==> src/hdl/keyboard_matrix_translator_top_macros.svh <==
// ----------------------------------------------------------------------------
// Assertion macros shared by the keyboard matrix translator RTL.
// Both expect signals named clk and rst_n in the scope where they are used.
// ----------------------------------------------------------------------------
`ifndef KEYBOARD_MATRIX_TRANSLATOR_TOP_MACROS_SVH
`define KEYBOARD_MATRIX_TRANSLATOR_TOP_MACROS_SVH

// Same-cycle implication.
`define KMT_ASSERT_IMP(label, ante, cons, msg) \
    label: assert property (@(posedge clk) disable iff (!rst_n) (ante) |-> (cons)) \
        else $error(msg);

// Next-cycle implication.
`define KMT_ASSERT_NEXT(label, ante, cons, msg) \
    label: assert property (@(posedge clk) disable iff (!rst_n) (ante) |=> (cons)) \
        else $error(msg);

`endif

==> src/hdl/kmt_pkg.sv <==
`timescale 1ns / 1ps
// ----------------------------------------------------------------------------
// kmt_pkg
// Types, constants and helper functions of the keyboard matrix translator.
// ----------------------------------------------------------------------------
package kmt_pkg;

    localparam int TABLE_ENTRIES = 128;
    localparam int SCAN_CODES    = 512;
    localparam int COLUMNS       = 8;

    localparam int KIND_W     = 2;
    localparam int IDX_W      = 7;
    localparam int CODE_W     = 9;
    localparam int MASK_W     = 8;
    localparam int COL_W      = 3;
    localparam int SEL_W      = 8;
    localparam int POT_W      = 6;
    localparam int BTN_W      = 4;
    localparam int CFG_IDX_W  = 2;
    localparam int CFG_DATA_W = 9;
    localparam int IN_DATA_W  = 72;
    localparam int OUT_DATA_W = 16;

    localparam int TBL_AW     = $clog2(TABLE_ENTRIES);
    localparam int KEY_AW     = $clog2(SCAN_CODES);
    localparam int KROW_SHIFT = 3;
    localparam int KROW_BITS  = 1 << KROW_SHIFT;
    localparam int KROWS      = SCAN_CODES / KROW_BITS;
    localparam int KROW_AW    = $clog2(KROWS);

    localparam logic [CODE_W-1:0] SHIFT_RESET  = 9'd304;
    localparam logic [CODE_W-1:0] RSHIFT_RESET = 9'd303;

    localparam logic [CFG_IDX_W-1:0] CFG_SHIFT  = 2'd0;
    localparam logic [CFG_IDX_W-1:0] CFG_RSHIFT = 2'd1;
    localparam logic [CFG_IDX_W-1:0] CFG_IRQ_EN = 2'd2;

    localparam logic [MASK_W-1:0] READ_BASE  = 8'd127;
    localparam logic [MASK_W-1:0] POT_BIT    = 8'h80;
    localparam logic [MASK_W-1:0] LFIRE1_CLR = 8'hFD;
    localparam logic [MASK_W-1:0] RFIRE1_CLR = 8'hFE;
    localparam logic [MASK_W-1:0] LFIRE2_CLR = 8'hF7;
    localparam logic [MASK_W-1:0] RFIRE2_CLR = 8'hFB;

    typedef enum logic [KIND_W-1:0] {
        KIND_LOAD    = 2'd0,
        KIND_PRESS   = 2'd1,
        KIND_RELEASE = 2'd2,
        KIND_READ    = 2'd3
    } kind_t;

    typedef struct packed {
        logic [BTN_W-1:0]  buttons;
        logic [POT_W-1:0]  dac_level;
        logic [POT_W-1:0]  pot_value;
        logic [SEL_W-1:0]  column_select;
        logic [COL_W-1:0]  col_second;
        logic [MASK_W-1:0] row_second;
        logic [COL_W-1:0]  col_first;
        logic [MASK_W-1:0] row_first;
        logic [CODE_W-1:0] scan_second;
        logic [CODE_W-1:0] scan_first;
        logic [IDX_W-1:0]  entry_index;
    } in_item_t;

    typedef struct packed {
        logic [CODE_W-1:0] k1;
        logic [CODE_W-1:0] k2;
        logic [MASK_W-1:0] m1;
        logic [COL_W-1:0]  c1;
        logic [MASK_W-1:0] m2;
        logic [COL_W-1:0]  c2;
    } tbl_entry_t;

    typedef enum logic [2:0] {
        S_INIT_CLEAR,
        S_IDLE,
        S_DISPATCH,
        S_KEY_WR,
        S_CLEAR,
        S_WALK_INIT,
        S_WALK,
        S_RESULT
    } state_t;

    typedef struct packed {
        logic item_load;
        logic tbl_write;
        logic key_write;
        logic clear_run;
        logic walk_start;
        logic walk_run;
        logic result_load;
    } ctrl_cmd_t;

    typedef struct packed {
        kind_t kind;
        logic  shift_release;
        logic  clear_last;
        logic  walk_done;
    } dp_status_t;

    // Row of the key-down memory that holds a scan code.
    function automatic logic [KROW_AW-1:0] key_row(input logic [CODE_W-1:0] code);
        logic [CODE_W+KEY_AW-1:0] ext;
        ext = (CODE_W + KEY_AW)'(code);
        return ext[KEY_AW-1:KROW_SHIFT];
    endfunction

    function automatic logic key_in_range(input logic [CODE_W-1:0] code);
        return (32'(code) < SCAN_CODES);
    endfunction

endpackage

==> src/hdl/kmt_ctrl.sv <==
`timescale 1ns / 1ps
// ----------------------------------------------------------------------------
// kmt_ctrl
// Sequencer: dispatches each transaction and steps the datapath through the
// key map update, clearing pass, table walk and result hand-off.
// ----------------------------------------------------------------------------
`include "keyboard_matrix_translator_top_macros.svh"

module kmt_ctrl
    import kmt_pkg::*;
(
    input  logic       clk,
    input  logic       rst_n,
    input  logic       in_valid,
    input  logic       out_free,
    input  dp_status_t status,
    output logic       in_ready,
    output ctrl_cmd_t  cmd
);

    state_t state_reg;
    state_t state_next;

    always_ff @(posedge clk or negedge rst_n)
    begin
        if (!rst_n)
        begin
            state_reg <= S_INIT_CLEAR;
        end
        else
        begin
            state_reg <= state_next;
        end
    end

    always_comb
    begin
        state_next = state_reg;
        in_ready   = 1'b0;
        cmd        = '0;
        unique case (state_reg)
            S_INIT_CLEAR:
            begin
                cmd.clear_run = 1'b1;
                if (status.clear_last)
                begin
                    state_next = S_IDLE;
                end
            end
            S_IDLE:
            begin
                in_ready      = 1'b1;
                cmd.item_load = in_valid;
                if (in_valid)
                begin
                    state_next = S_DISPATCH;
                end
            end
            S_DISPATCH:
            begin
                unique case (status.kind)
                    KIND_LOAD:
                    begin
                        cmd.tbl_write = 1'b1;
                        state_next    = S_RESULT;
                    end
                    KIND_READ:
                    begin
                        state_next = S_RESULT;
                    end
                    KIND_PRESS, KIND_RELEASE:
                    begin
                        // Releasing shift wipes the whole map, so the single-bit
                        // update is skipped.
                        state_next = status.shift_release ? S_CLEAR : S_KEY_WR;
                    end
                    default:
                    begin
                        state_next = S_RESULT;
                    end
                endcase
            end
            S_KEY_WR:
            begin
                cmd.key_write = 1'b1;
                state_next    = S_WALK_INIT;
            end
            S_CLEAR:
            begin
                cmd.clear_run = 1'b1;
                if (status.clear_last)
                begin
                    state_next = S_WALK_INIT;
                end
            end
            S_WALK_INIT:
            begin
                cmd.walk_start = 1'b1;
                state_next     = S_WALK;
            end
            S_WALK:
            begin
                cmd.walk_run = 1'b1;
                if (status.walk_done)
                begin
                    state_next = S_RESULT;
                end
            end
            S_RESULT:
            begin
                if (out_free)
                begin
                    cmd.result_load = 1'b1;
                    state_next      = S_IDLE;
                end
            end
            default:
            begin
                state_next = S_IDLE;
            end
        endcase
    end

    `KMT_ASSERT_IMP(a_walk_excl, cmd.walk_run, !cmd.clear_run && !cmd.key_write && !cmd.tbl_write, "walk overlaps a memory write")
    `KMT_ASSERT_IMP(a_result_free, cmd.result_load, out_free, "result loaded into a full output stage")
    `KMT_ASSERT_NEXT(a_start_walk, cmd.walk_start, cmd.walk_run, "walk did not follow its start")
    `KMT_ASSERT_NEXT(a_keywr_walk, cmd.key_write, cmd.walk_start, "key map update not followed by a rebuild")

endmodule

==> config.mk <==
export PLATFORM = sky130hd
export DESIGN_NAME = kmt_ctrl
export DESIGN_NICKNAME = d
export VERILOG_FILES = /design/src/hdl/kmt_pkg.sv /design/src/hdl/kmt_ctrl.sv
export VERILOG_INCLUDE_DIRS = /design/src /design/src/hdl
export SDC_FILE = /design/constraint.sdc
export NUM_CORES = 1
export LEC_CHECK = 0
export ABC_AREA = 1
export BUFFER_PORTS_ARGS = -buffer_cell sky130_fd_sc_hd__buf_2
export CAP_MARGIN = 40
export CORE_AREA = 4 4 41 43
export CTS_CLUSTER_DIAMETER = 80
export DETAILED_ROUTE_END_ITERATION = 6
export DIE_AREA = 0 0 45 47
export GPL_TIMING_DRIVEN = 0
export PLACE_DENSITY = 0.49
export SYNTH_ARGS = -nofsm -noshare
export SYNTH_HDL_FRONTEND = slang
export SYNTH_SLANG_ARGS = --single-unit
==> constraint.sdc <==
create_clock -name clk -period 1.75 [get_ports clk]
set_input_delay 0.525 -clock clk [delete_from_list [all_inputs] [get_ports clk]]
set_output_delay 0.525 -clock clk [all_outputs]
set_load 0.01 [all_outputs]
==> reports/summary.txt <==
Least-Margin Pin Slew -> 0.180 ns
number of synthesized flops with an enable pin -> 0
Hold Fails Final Rpt -> 0
Chip Height -> 47 um
TritonCTS clock tree -> done
Antenna Cells -> 0
met2 Use GR -> 13.6%
Avg Cell Area, Syn -> 5.94 um^2
Hold Slack -> 0.0792 ns
syn_nets -> 69
FP Rows -> 13
Top FF cell, synth -> dfrtp_1
maxcap violations -> 0
Final setup viols -> 0
setup slack at placement -> 0.134 ns
Yosys reg bits -> 3
fin crit period -> 1.69 ns
core area -> 1300 um^2
Pre-Repair DR Iteration Count -> 3
Compound-Gate Fraction of Synth Area -> 7.14%
Root Driver -> clkbuf_4
die area -> 2120 um^2
drt first-iter violations -> 6
Die Span X -> 45 um
area share of fa/ha/maj cells after synthesis -> 3.57%
Hold Path Class -> in -> async
CTS Buf Count -> 3
Final GP Congestion -> 0.749
Final Skew -> 0.00177 ns
Synth Cell Area -> 350 um^2
Arrival @ worst endpoint -> 1.17 ns
share of cells above drive strength 1 -> 41.5%
startpoint types -> flip-flop
largest net degree at the start of global routing -> 11
CP Capture Type -> primary output
Lkg Pwr -> 0.350 nW
critical path type -> reg -> out
power density cells -> 1700 nW/um^2
met3 Use GR -> 4.60%
vias -> 413
Worst-path clk slew -> 0.04 ns
f_max -> 0.591 GHz
Max Root-Sink Buffers -> 2
via/cell ratio -> 4.26
crit path from -> state_reg[0]
clk sinks -> 3
hold buffer count at CTS -> 0
Final period util -> 96.7%
Starting Density -> 26.9%
WL final -> 884 um
Synth area leaders -> dfrtp_1 21%, inv_1 17%, nand2_1 17%
number of I/O pins -> 17
Post-Synth Simple-Gate Area -> 43.2%
drt drc -> 0
Synth cell types -> 18
Final HPWL DP -> 694 um
FFs w/ async S/R, synth -> 100%
xor and xnor fraction of the mapped netlist area -> 0%
FF-to-FF path depth -> 6
RSZ-0062 raised after global routing -> true
Nets -> 93
number of port buffers -> 16
maximum fanout along the worst path -> 6
total gr overflow -> 0
worst vdd ir -> 0.595 mV
area growth from synthesis to layout -> 51.1%
Rel. slew slack -> 87.9%
Design Power -> 0.902 mW
clock latency on the worst-skew pair -> 0.23 ns
number of global-route vias before repair -> 310
antenna violations before repair -> 0
post-synth top area share -> 21.4%
Slew Limit Fails -> 0
Critical R2R Launch -> state_reg[1]
multiplexer share of the synthesized area -> 0%
Post-Syn Instances -> 59
largest family of logic cells by synthesized area -> simple AND/OR/NAND/NOR gates
depth of the CTS H-tree -> 1
Ys Warns -> 0
fin worst setup slack -> 0.0576 ns
busiest grt layer -> met2
Req. time, crit path -> 1.22 ns
global-route wire length before repair -> 1290 um
GRT Overall Usage -> 8.54%
post-route antenna net violation count -> 0
sequential element share of the synthesized area -> 21.4%
status -> complete, no violations
max reg flops -> 3
WL per Instance -> 9.11 um
global-route met1 utilization -> 10.9%
largest area contributor in the netlist -> dfrtp_1
-- power breakdown --
part	switching, mW	internal, mW
clock	0.0351	0.0854
combinational	0.366	0.265
sequential	0.0408	0.110
-- Yosys cell counts (2+ instances only) --
| library cell | n |
|---|---|
| inv_1 | 16 |
| nand2_1 | 16 |
| nand3_1 | 5 |
| dfrtp_1 | 3 |
| and2_1 | 2 |
| buf_6 | 2 |
| nand4_1 | 2 |
| nor2_1 | 2 |
| nor3_1 | 2 |
-- per-stage QoR --
step	instance area [um^2]	utilization (%)	TNS, ns	instances
after floorplan	350	-	0	59
after global placement	449	34.5	0	90
after detailed placement	449	34.5	0	90
after CTS	488	37.5	-0.0173	94
after global routing	529	40.7	-0.0253	97
final	529	40.7	0	97
-- cell families after synthesis --
logic type,Yosys count
flip-flops,3
AND/OR/NAND/NOR,32
buffers and inverters,19
AO/OA/AOI/OAI,4
adder cells (fa/ha/maj),1
-- layout make-up --
| type | count | area [um^2] |
|---|---|---|
| plain buffers | 2 | 22.5 |
| clock buffers | 4 | 26.3 |
| fillers | 155 | 772 |
| inverters | 17 | 71.3 |
| multi-input cells | 37 | 211 |
| flip-flops and latches | 3 | 76.3 |
| well taps | 15 | 18.8 |
| repair buffers | 19 | 103 |
-- worst max-delay path, stage by stage, from the launching register on --
cell     delay [ns]
dfrtp_2        0.45
inv_4          0.07
nor4_2         0.25
buf_2          0.16
-- layout by cell type, fill, tap and decap left out --
cell / instances
buf_6: 2
nor4_2: 1
inv_1: 13
o21ai_0: 1
nor2_1: 2
nand4_1: 2
ha_1: 1
inv_6: 1
nor2_2: 1
nand2_1: 16
dfrtp_2: 1
a21oi_1: 1
clkbuf_4: 3
o211ai_1: 1
clkbuf_1: 1
inv_4: 1
nor3_2: 1
inv_2: 2
buf_2: 16
nor2_4: 1
nor3_4: 1
o21bai_1: 1
dfrtp_1: 2
and2_1: 2
buf_4: 3
nand3_1: 5
-- per-layer routing --
metal | share of wire [%] | wire length (um)
met1 | 49 | 432
met2 | 46 | 407
met3 | 5.1 | 45
met4 | 0 | 0
met5 | 0 | 0
-- timing repair --
item	in CTS	in global routing
cloned	0	0
gates resized for setup	3	8
buffers inserted	0	3
setup endpoints to repair	3	6
pin swaps	0	2
-- final timing paths --
check                      slack (ns)      endpoint
max in group asynchronous        1.55  state_reg[0]
min in group clk                 0.69  state_reg[1]
min reg2reg                      0.75  state_reg[1]
max                              0.06        cmd[0]
min                              0.08  state_reg[2]
max reg2reg                      0.57  state_reg[0]
No activity file was read; power rests on OpenSTA's default activity.
